--- src/design/ffsa_pkg.sv ---
`timescale 1ns / 1ps
// ----------------------------------------------------------------------------
// ffsa_pkg
// Shared types and constants for the first-fit segment allocator.
// ----------------------------------------------------------------------------
package ffsa_pkg;

	localparam int NUM_SEGMENTS_DEF  = 256;
	localparam int SEGMENT_BYTES_DEF = 4096;

	localparam int ADDR_W      = 32;
	localparam int REQ_BYTES_W = 21;
	localparam int SEG_COUNT_W = 9;
	localparam int STATUS_W    = 2;
	localparam int CFG_INDEX_W = 1;

	localparam logic [STATUS_W-1:0] ST_OK        = 2'd0;
	localparam logic [STATUS_W-1:0] ST_NO_SPACE  = 2'd1;
	localparam logic [STATUS_W-1:0] ST_NOT_FOUND = 2'd2;

	localparam logic MODE_ALLOC   = 1'b0;
	localparam logic MODE_RELEASE = 1'b1;

	localparam logic [CFG_INDEX_W-1:0] REG_DATA_BASE     = 1'd0;
	localparam logic [CFG_INDEX_W-1:0] REG_SEGMENT_COUNT = 1'd1;

	localparam logic [ADDR_W-1:0]      DATA_BASE_RST     = '0;
	localparam logic [SEG_COUNT_W-1:0] SEG_COUNT_RST     = 9'd256;

	typedef enum logic [2:0] {
		S_CLEAR,
		S_IDLE,
		S_SCAN,
		S_MARK,
		S_FIND,
		S_WALK,
		S_RESP
	} state_t;

endpackage

--- src/design/first_fit_segment_allocator.sv ---
`timescale 1ns / 1ps
// ----------------------------------------------------------------------------
// first_fit_segment_allocator
// First-fit allocator over a table of equal-sized segments.
//
// Request channel (in_valid/in_ready): mode 0 allocates request_bytes, mode 1
// releases the run starting at release_address. Every request gives exactly
// one result on the out channel (block_address, status).
// Config channel (cfg_valid/cfg_ready, always ready): index 0 data_base,
// index 1 segment_count. Write only while no request is in flight.
// An allocate reads one used flag a cycle; a miss gives no_space, a hit
// marks its run one segment a cycle. A release compares one segment
// address a cycle: not_found if none of the active segments matches,
// otherwise it clears one segment a cycle up to the run end (or the last
// segment). A zero segment count answers without a scan. One request is
// in flight at a time; in_ready rises with the result.
// Reset: both flag memories are swept to zero, one entry a cycle, over
// every entry; in_ready stays low meanwhile.
// Output is registered: a new request is taken while a result waits; if the
// receiver stalls, the next result holds until the output register frees.
// ----------------------------------------------------------------------------
module first_fit_segment_allocator #(
	parameter int NUM_SEGMENTS  = ffsa_pkg::NUM_SEGMENTS_DEF,
	parameter int SEGMENT_BYTES = ffsa_pkg::SEGMENT_BYTES_DEF
) (
	input  logic                               clk,
	input  logic                               arst_n,
	input  logic                               in_valid,
	output logic                               in_ready,
	input  logic                               mode,
	input  logic [ffsa_pkg::REQ_BYTES_W-1:0]   request_bytes,
	input  logic [ffsa_pkg::ADDR_W-1:0]        release_address,
	output logic                               out_valid,
	input  logic                               out_ready,
	output logic [ffsa_pkg::ADDR_W-1:0]        block_address,
	output logic [ffsa_pkg::STATUS_W-1:0]      status,
	input  logic                               cfg_valid,
	output logic                               cfg_ready,
	input  logic [ffsa_pkg::CFG_INDEX_W-1:0]   cfg_index,
	input  logic [ffsa_pkg::ADDR_W-1:0]        cfg_data
);

	localparam int IDX_W = $clog2(NUM_SEGMENTS);
	localparam int CNT_W = $clog2(NUM_SEGMENTS + 1);
	localparam int CMP_W = (CNT_W > ffsa_pkg::SEG_COUNT_W) ? CNT_W : ffsa_pkg::SEG_COUNT_W;
	localparam int CAP_W = $clog2((2 ** ffsa_pkg::REQ_BYTES_W) + SEGMENT_BYTES);
	localparam int AW    = ffsa_pkg::ADDR_W;

	localparam logic [AW-1:0]    SEG_STEP = AW'(SEGMENT_BYTES);
	localparam logic [CAP_W-1:0] CAP_STEP = CAP_W'(SEGMENT_BYTES);
	localparam logic [CMP_W-1:0] NUM_CMP  = CMP_W'(NUM_SEGMENTS);
	localparam logic [CNT_W-1:0] NUM_LAST = CNT_W'(NUM_SEGMENTS - 1);

	ffsa_pkg::state_t state_q, state_d;

	// configuration
	logic [AW-1:0]                      data_base_q;
	logic [ffsa_pkg::SEG_COUNT_W-1:0]   seg_count_q;

	// request context
	logic [CAP_W-1:0] bytes_q;
	logic [AW-1:0]    addr_q;
	logic [CNT_W-1:0] last_q;
	logic [CNT_W-1:0] issue_q;
	logic             pend_s1;
	logic [CNT_W-1:0] chk_s1;
	logic [AW-1:0]    seg_addr_q;
	logic             in_run_q;
	logic [CAP_W-1:0] cap_q;
	logic [AW-1:0]    start_addr_q;
	logic [CNT_W-1:0] end_q;
	logic [CNT_W-1:0] mk_q;
	logic [CNT_W-1:0] clr_q;
	logic [AW-1:0]                   res_addr_q;
	logic [ffsa_pkg::STATUS_W-1:0]   res_status_q;

	// output register
	logic                            out_valid_q;
	logic [AW-1:0]                   block_address_q;
	logic [ffsa_pkg::STATUS_W-1:0]   status_q;

	// memory ports
	logic             used_we, used_wdata, used_re, used_rdata;
	logic [IDX_W-1:0] used_waddr, used_raddr;
	logic             rend_we, rend_wdata, rend_re, rend_rdata;
	logic [IDX_W-1:0] rend_waddr, rend_raddr;

	logic             accept;
	logic [CMP_W-1:0] seg_cnt_ext;
	logic [CNT_W-1:0] active_cnt;
	logic             issue_ok;
	logic [CAP_W-1:0] run_cap;
	logic             scan_hit, scan_last, find_match, find_last, walk_done, out_free;
	logic             res_load;
	logic [AW-1:0]                   res_addr_d;
	logic [ffsa_pkg::STATUS_W-1:0]   res_status_d;

	ffsa_flag_ram #(.DEPTH(NUM_SEGMENTS)) u_used (
		.clk   (clk),
		.we    (used_we),
		.waddr (used_waddr),
		.wdata (used_wdata),
		.re    (used_re),
		.raddr (used_raddr),
		.rdata (used_rdata)
	);

	ffsa_flag_ram #(.DEPTH(NUM_SEGMENTS)) u_run_end (
		.clk   (clk),
		.we    (rend_we),
		.waddr (rend_waddr),
		.wdata (rend_wdata),
		.re    (rend_re),
		.raddr (rend_raddr),
		.rdata (rend_rdata)
	);

	assign accept      = in_valid && in_ready;
	assign seg_cnt_ext = CMP_W'(seg_count_q);
	assign active_cnt  = (seg_cnt_ext > NUM_CMP) ? CNT_W'(NUM_SEGMENTS) : CNT_W'(seg_cnt_ext);
	assign issue_ok    = issue_q <= last_q;
	assign out_free    = !out_valid_q || out_ready;

	// scan: capacity of the free run including the segment being checked
	assign run_cap    = (in_run_q ? cap_q : '0) + CAP_STEP;
	assign scan_hit   = pend_s1 && !used_rdata && (run_cap >= bytes_q);
	assign scan_last  = pend_s1 && (chk_s1 == last_q);
	assign find_match = seg_addr_q == addr_q;
	assign find_last  = issue_q == last_q;
	assign walk_done  = pend_s1 && (rend_rdata || (chk_s1 == last_q));

	// next state
	always_comb begin
		state_d = state_q;
		case (state_q)
			ffsa_pkg::S_CLEAR: begin
				if (clr_q == NUM_LAST) state_d = ffsa_pkg::S_IDLE;
			end
			ffsa_pkg::S_IDLE: begin
				if (accept) begin
					if (active_cnt == '0) state_d = ffsa_pkg::S_RESP;
					else if (mode == ffsa_pkg::MODE_ALLOC) state_d = ffsa_pkg::S_SCAN;
					else state_d = ffsa_pkg::S_FIND;
				end
			end
			ffsa_pkg::S_SCAN: begin
				if (scan_hit) state_d = ffsa_pkg::S_MARK;
				else if (scan_last) state_d = ffsa_pkg::S_RESP;
			end
			ffsa_pkg::S_MARK: begin
				if (mk_q == end_q) state_d = ffsa_pkg::S_RESP;
			end
			ffsa_pkg::S_FIND: begin
				if (find_match) state_d = ffsa_pkg::S_WALK;
				else if (find_last) state_d = ffsa_pkg::S_RESP;
			end
			ffsa_pkg::S_WALK: begin
				if (walk_done) state_d = ffsa_pkg::S_RESP;
			end
			ffsa_pkg::S_RESP: begin
				if (out_free) state_d = ffsa_pkg::S_IDLE;
			end
			default: state_d = ffsa_pkg::S_IDLE;
		endcase
	end

	// memory control and result capture
	always_comb begin
		used_we      = 1'b0;
		used_waddr   = chk_s1[IDX_W-1:0];
		used_wdata   = 1'b0;
		used_re      = 1'b0;
		used_raddr   = issue_q[IDX_W-1:0];
		rend_we      = 1'b0;
		rend_waddr   = chk_s1[IDX_W-1:0];
		rend_wdata   = 1'b0;
		rend_re      = 1'b0;
		rend_raddr   = issue_q[IDX_W-1:0];
		res_load     = 1'b0;
		res_addr_d   = '0;
		res_status_d = ffsa_pkg::ST_OK;
		case (state_q)
			ffsa_pkg::S_CLEAR: begin
				used_we    = 1'b1;
				used_waddr = clr_q[IDX_W-1:0];
				rend_we    = 1'b1;
				rend_waddr = clr_q[IDX_W-1:0];
			end
			ffsa_pkg::S_IDLE: begin
				if (accept && active_cnt == '0) begin
					res_load     = 1'b1;
					res_status_d = (mode == ffsa_pkg::MODE_ALLOC) ?
						ffsa_pkg::ST_NO_SPACE : ffsa_pkg::ST_NOT_FOUND;
				end
			end
			ffsa_pkg::S_SCAN: begin
				used_re = issue_ok;
				if (scan_hit) begin
					res_load   = 1'b1;
					res_addr_d = in_run_q ? start_addr_q : seg_addr_q;
				end else if (scan_last) begin
					res_load     = 1'b1;
					res_status_d = ffsa_pkg::ST_NO_SPACE;
				end
			end
			ffsa_pkg::S_MARK: begin
				used_we    = 1'b1;
				used_waddr = mk_q[IDX_W-1:0];
				used_wdata = 1'b1;
				if (mk_q == end_q) begin
					rend_we    = 1'b1;
					rend_waddr = end_q[IDX_W-1:0];
					rend_wdata = 1'b1;
				end
			end
			ffsa_pkg::S_FIND: begin
				if (!find_match && find_last) begin
					res_load     = 1'b1;
					res_status_d = ffsa_pkg::ST_NOT_FOUND;
				end
			end
			ffsa_pkg::S_WALK: begin
				rend_re = issue_ok && !walk_done;
				if (pend_s1) begin
					used_we = 1'b1;
					rend_we = rend_rdata;
				end
				if (walk_done) res_load = 1'b1;
			end
			ffsa_pkg::S_RESP: begin
			end
			default: begin
			end
		endcase
	end

	// control state
	always_ff @(posedge clk or negedge arst_n) begin
		if (!arst_n) begin
			state_q     <= ffsa_pkg::S_CLEAR;
			clr_q       <= '0;
			pend_s1     <= 1'b0;
			issue_q     <= '0;
			out_valid_q <= 1'b0;
			data_base_q <= ffsa_pkg::DATA_BASE_RST;
			seg_count_q <= ffsa_pkg::SEG_COUNT_RST;
		end else begin
			state_q <= state_d;
			if (cfg_valid && cfg_ready) begin
				case (cfg_index)
					ffsa_pkg::REG_DATA_BASE:     data_base_q <= cfg_data;
					ffsa_pkg::REG_SEGMENT_COUNT: seg_count_q <= cfg_data[ffsa_pkg::SEG_COUNT_W-1:0];
					default: begin
					end
				endcase
			end
			case (state_q)
				ffsa_pkg::S_CLEAR: clr_q <= CNT_W'(clr_q + 1'b1);
				ffsa_pkg::S_IDLE: begin
					issue_q <= '0;
					pend_s1 <= 1'b0;
				end
				ffsa_pkg::S_SCAN, ffsa_pkg::S_WALK: begin
					pend_s1 <= (state_q == ffsa_pkg::S_SCAN) ? used_re : rend_re;
					if ((state_q == ffsa_pkg::S_SCAN) ? used_re : rend_re) begin
						issue_q <= CNT_W'(issue_q + 1'b1);
					end
				end
				ffsa_pkg::S_FIND: begin
					pend_s1 <= 1'b0;
					if (!find_match) issue_q <= CNT_W'(issue_q + 1'b1);
				end
				default: begin
				end
			endcase
			if (state_q == ffsa_pkg::S_RESP && out_free) begin
				out_valid_q <= 1'b1;
			end else if (out_ready) begin
				out_valid_q <= 1'b0;
			end
		end
	end

	// datapath
	always_ff @(posedge clk) begin
		if (res_load) begin
			res_addr_q   <= res_addr_d;
			res_status_q <= res_status_d;
		end
		if (state_q == ffsa_pkg::S_RESP && out_free) begin
			block_address_q <= res_addr_q;
			status_q        <= res_status_q;
		end
		chk_s1 <= issue_q;
		case (state_q)
			ffsa_pkg::S_IDLE: begin
				bytes_q    <= CAP_W'(request_bytes);
				addr_q     <= release_address;
				last_q     <= CNT_W'(active_cnt - 1'b1);
				seg_addr_q <= data_base_q;
				in_run_q   <= 1'b0;
				cap_q      <= '0;
			end
			ffsa_pkg::S_SCAN: begin
				if (pend_s1) begin
					seg_addr_q <= seg_addr_q + SEG_STEP;
					if (used_rdata) begin
						in_run_q <= 1'b0;
					end else begin
						if (!in_run_q) start_addr_q <= seg_addr_q;
						in_run_q <= 1'b1;
						cap_q    <= run_cap;
					end
					// mk_q holds the first segment of the current free run
					if (scan_hit) end_q <= chk_s1;
					if (!used_rdata && !in_run_q) mk_q <= chk_s1;
				end
			end
			ffsa_pkg::S_MARK: mk_q <= CNT_W'(mk_q + 1'b1);
			ffsa_pkg::S_FIND: begin
				if (!find_match) seg_addr_q <= seg_addr_q + SEG_STEP;
			end
			default: begin
			end
		endcase
	end

	assign in_ready      = state_q == ffsa_pkg::S_IDLE;
	assign cfg_ready     = 1'b1;
	assign out_valid     = out_valid_q;
	assign block_address = block_address_q;
	assign status        = status_q;

endmodule

--- src/design/ffsa_flag_ram.sv ---
`timescale 1ns / 1ps
// ----------------------------------------------------------------------------
// ffsa_flag_ram
// One-bit-wide flag store: one write port, one read port, registered read.
// ----------------------------------------------------------------------------
module ffsa_flag_ram #(
	parameter int DEPTH = ffsa_pkg::NUM_SEGMENTS_DEF,
	localparam int AW   = $clog2(DEPTH)
) (
	input  logic          clk,
	input  logic          we,
	input  logic [AW-1:0] waddr,
	input  logic          wdata,
	input  logic          re,
	input  logic [AW-1:0] raddr,
	output logic          rdata
);

	logic mem [DEPTH];
	logic rdata_q;

	always_ff @(posedge clk) begin
		if (we) begin
			mem[waddr] <= wdata;
		end
	end

	always_ff @(posedge clk) begin
		if (re) begin
			rdata_q <= mem[raddr];
		end
	end

	assign rdata = rdata_q;

endmodule

--- config.mk ---
export PLATFORM = sky130hd
export DESIGN_NAME = first_fit_segment_allocator
export DESIGN_NICKNAME = d
export VERILOG_FILES = /design/src/design/ffsa_pkg.sv /design/src/design/first_fit_segment_allocator.sv /design/src/design/ffsa_flag_ram.sv
export SDC_FILE = /design/constraint.sdc
export NUM_CORES = 1
export LEC_CHECK = 0
export BUFFER_PORTS_ARGS = -buffer_cell sky130_fd_sc_hd__buf_2
export CAP_MARGIN = 20
export CORE_MARGIN = 4
export CORE_UTILIZATION = 45
export CTS_CLUSTER_SIZE = 25
export DETAILED_ROUTE_END_ITERATION = 12
export SYNTH_ARGS = -nofsm -noshare
export SYNTH_HDL_FRONTEND = slang
export SYNTH_SLANG_ARGS = --single-unit
--- constraint.sdc ---
create_clock -name clk -period 13.6 [get_ports clk]
set_input_delay 1.36 -clock clk [delete_from_list [all_inputs] [get_ports clk]]
set_output_delay 1.36 -clock clk [all_outputs]
set_load 0.02 [all_outputs]
==> flow_summary.toml <==
[die]
dieHeight_microns = 294
fp-row-count = 104
pin_count = 129
die_w_microns = 294
initial_utilization_pct = 45.6
core_area_sq_um = 80800
die_area_sq_um = 86400

[power_and_ir_drop]
leakage_nw = 12.3
seqPwrFrac_pct = 53.3
internal_power_mw = 4.15
power_density_nw_per_um2 = 125
ir_worst_vdd_mv = 0.0946
p_sw_share_pct = 19.7
power.total_mw = 5.17
clock_power_share_pct = 45.7
p_sw_mw = 1.02
pwr-share-comb_pct = 1.1

[grt]
use_met1_pct = 27.8
grt_pass1_vias = 21869
gr-total-overflow = 0
grtUsageTotal_pct = 20.1
grt_pass1_wl_microns = 132000
use_met2_pct = 32.5
antenna_found_initial = 0
met3_usage_pct = 3.76
grt_max_degree = 148
busiest_layer = "met2"

[critical_path]
cp-startpoint = "in_run_q$_DFFE_PP_"
cp_slowest_stage_delay_ps = 650
path_cells = "buf_4 -> nand3_1 -> nor2_1 -> nand3_1 -> xor2_1 -> nor2b_1 -> ha_1 -> nand3_1 -> nor4_1 -> a221oi_1 -> o211ai_1 -> o21ai_2 -> buf_4 -> inv_1 -> or3_1 -> buf_4"
rrSetupSlack_ps = 8910
cpMaxStageDelayCell = "edfxtp_1"
worstSetupStartpointType = "flip-flop"
worst_r2r_path_depth = 16
required_ps = 13930
worst-path-max-fanout = 41
arrival_ps = 5020
cp-end-kind = "flip-flop"
crit-reg2reg-launch = "in_run_q$_DFFE_PP_"
r2r-end = "res_addr_q[31]$_SDFFCE_PN0P_"
cp-endpoint = "res_addr_q[31]$_SDFFCE_PN0P_"
critical_path_class = "reg2reg"

[cts]
cts_resized = 0
cts_setup_buffers = 0
htree_levels = 3
cts_max_path_buffers = 3
clock-root-buffer = "clkbuf_16"
hold_buffers = 0
clk_latency_ps = 640
clk_pin_slew_worst_paths_ps = 60
cts_tree = "done"
clock-sinks = 822
cts_buffers = 88

[yosys]
ys_warn_count = 0
syn-cell-area_sq_um = 36800
synth_fp_nets = 2715
synthArstFlopShare_pct = 7.79
synth_cell_types = 73
synthFlopType = "edfxtp_1"
avgSynthCellArea_sq_um = 14.2
synth_enable_flop_cells = 749
synth_cells = 2585
ys_seq_area_share_pct = 65.9
synth-seq-cells = 822

[finish]
stdcell_count = 3795
layout.nets = 2795
multi_input_area_sq_um = 11600
fin_util_pct = 51.2
syn_to_final_growth_pct = 12.5
n_fill_cell = 6763
drive_above_1_share_pct = 21.0
regArea_sq_um = 24300
fin_area_sq_um = 41400
antenna_cells = 0

[sta]
max_slew_margin_pct = 24.2
finalHoldViolCount = 0
max_freq_ghz = 0.213
fin_crit_ps = 4690
post-route-period-util_pct = 34.5
rsz0062_at_grt = "false"
tightest_slew_ps = 1130
setup_viol = 0
setup_tns_ps = 0
fin_skew_ps = 22.9
finalMaxSlewViolations = 0

[detailed_routing]
antenna_left = 0
vias = 22086
totalWireLength_microns = 88600
via_per_inst = 5.82
drc_errors = 0
drtIter0Drc = 2111
post_drt_wl_per_cell_microns = 23.3
dr.pass1.iters = 6

[worst_hold_path]
hp-class = "reg2reg"

[placed_design]
postPlaceCellArea_sq_um = 38400
gp_congestion = 0.848
portBuffers = 127
dp_cells = 3626
dp_hpwl_microns = 54400

[status]
outcome = "finished, final reports clean"

[flow_run]
maxCapViolations = 0
-- registers in the layout, summed over array words and instances (netlist names), 21 cells and up --
| signal | count |
|---|---|
| block_address | 32 |
| cap_q | 22 |
| u_run_end.mem | 256 |
| bytes_q | 21 |
| u_used.mem | 256 |
| start_addr_q | 32 |
| data_base_q | 32 |
| res_addr_q | 32 |
| addr_q | 32 |
| seg_addr_q | 32 |
-- metal layers --
| metal | routed length, microns | vias up | share of wire, % |
|---|---|---|---|
| li1 | - | 9810 | - |
| met1 | 37300 | 11321 | 42 |
| met2 | 42300 | 812 | 48 |
| met3 | 6800 | 143 | 7.7 |
| met4 | 2220 | 0 | 2.5 |
| met5 | 0 | - | 0 |
-- worst min path at each step --
stage / startpoint / end / slack [ps] / cells past startpoint
6_report: res_addr_q[16]$_SDFFCE_PN0P_ / block_address[16]$_DFFE_PP_ / 420 / 0
5_1_grt: res_addr_q[18]$_SDFFCE_PN0P_ / block_address[18]$_DFFE_PP_ / 420 / 0
4_1_cts: res_addr_q[16]$_SDFFCE_PN0P_ / block_address[16]$_DFFE_PP_ / 420 / 0
3_5_place_dp: res_addr_q[16]$_SDFFCE_PN0P_ / block_address[16]$_DFFE_PP_ / 400 / 0
3_3_place_gp: res_addr_q[10]$_SDFFCE_PN0P_ / block_address[10]$_DFFE_PP_ / 400 / 0
2_1_floorplan: issue_q[0]$_DFFE_PN0P_ / chk_s1[0]$_DFF_P_ / 370 / 0
-- area by class of cell --
type / count / area share [%]
Timing Repair Buffer: 165 / 2.82
Clock buffer: 111 / 5.68
Multi-Input combinational cell: 1538 / 28.0
Clock inverter: 49 / 1.18
Inverter: 50 / 0.465
Tap cell: 1060 / 3.20
Sequential cell: 822 / 58.6
-- power groups by stage --
stage | sequential, mW | combinational, mW | clock, mW
after floorplan | 2.80 | 0.0333 | 0
after global placement | 2.81 | 0.0559 | 0
after detailed placement | 2.81 | 0.0567 | 0
after CTS | 2.75 | 0.0578 | 2.41
after global routing | 2.75 | 0.0635 | 2.51
final | 2.75 | 0.0567 | 2.36
-- synth_stat cells, drive strengths merged, types with 9 or more instances --
library cell	count	area [sq um]
dfxtp	9	180
and3	27	169
and2	38	238
nor3	160	1020
inv	49	184
nor4	14	103
nand2b	17	106
o221ai	14	123
nand2	115	432
a221o	12	125
o21ai	34	170
nor2b	57	357
a22oi	13	97.6
mux4	119	2680
dfrtp	63	1580
xnor2	24	210
a221oi	14	193
buf	63	388
mux2	77	867
nand4	36	343
clkbuf	112	420
nor2	452	1700
mux2i	57	571
nand3	37	185
a21oi	51	255
edfxtp	749	22500
ha	38	475
xor2	68	603
-- kinds of logic (layout without fill, tap and decap cells) --
logic type | Yosys count | count (layout) | synth area share [%]
flip-flops | 822 | 822 | 65.9
other | 1 | 1 | 0.0102
multiplexers | 253 | 253 | 11.2
XOR/XNOR | 92 | 92 | 2.21
adder cells (fa/ha/maj) | 38 | 38 | 1.29
AND/OR/NAND/NOR | 965 | 965 | 12.9
buffers and inverters | 225 | 375 | 2.72
AO/OA/AOI/OAI | 189 | 189 | 3.73
-- layout by cell type, fill, tap and decap left out, types with 10 or more instances in the layout --
cell	synthesis	routed
nand2_1	115	114
clkbuf_1	112	19
xnor2_1	24	24
mux4_2	119	119
nor2b_1	57	55
dfrtp_1	63	59
a221oi_1	10	10
edfxtp_1	749	749
nor3_2	43	43
inv_1	49	48
and3_1	27	27
ha_1	38	38
nand4_2	14	14
buf_2	37	127
a21oi_1	51	50
nand2b_1	17	17
and2_1	37	37
clkinv_2	0	12
xor2_1	67	67
clkinv_1	0	20
a22oi_1	13	13
mux2_2	77	77
buf_4	8	24
nor3_1	117	117
nor4_1	13	13
nand3_1	37	34
nor2_1	451	450
clkbuf_16	0	90
nand4_1	20	20
mux2i_1	57	57
o221ai_1	14	14
buf_16	0	11
o21ai_0	33	31
-- metrics by stage --
step	hold WS (ps)	setup slack, ps
after CTS	418	8510
final	417	8910
after global placement	402	8810
after detailed placement	405	8510
after floorplan	368	7290
after global routing	421	8520
-- worst max-delay path, delay by kind of cell (launching register included) --
family,cells,cell delay [ps]
fa+ha+maj,1,260
flops,1,650
buf+inv,4,1450
xor+xnor,1,150
simple gates,7,1190
compound gates,3,620
Power figures use the tool's default switching activity.
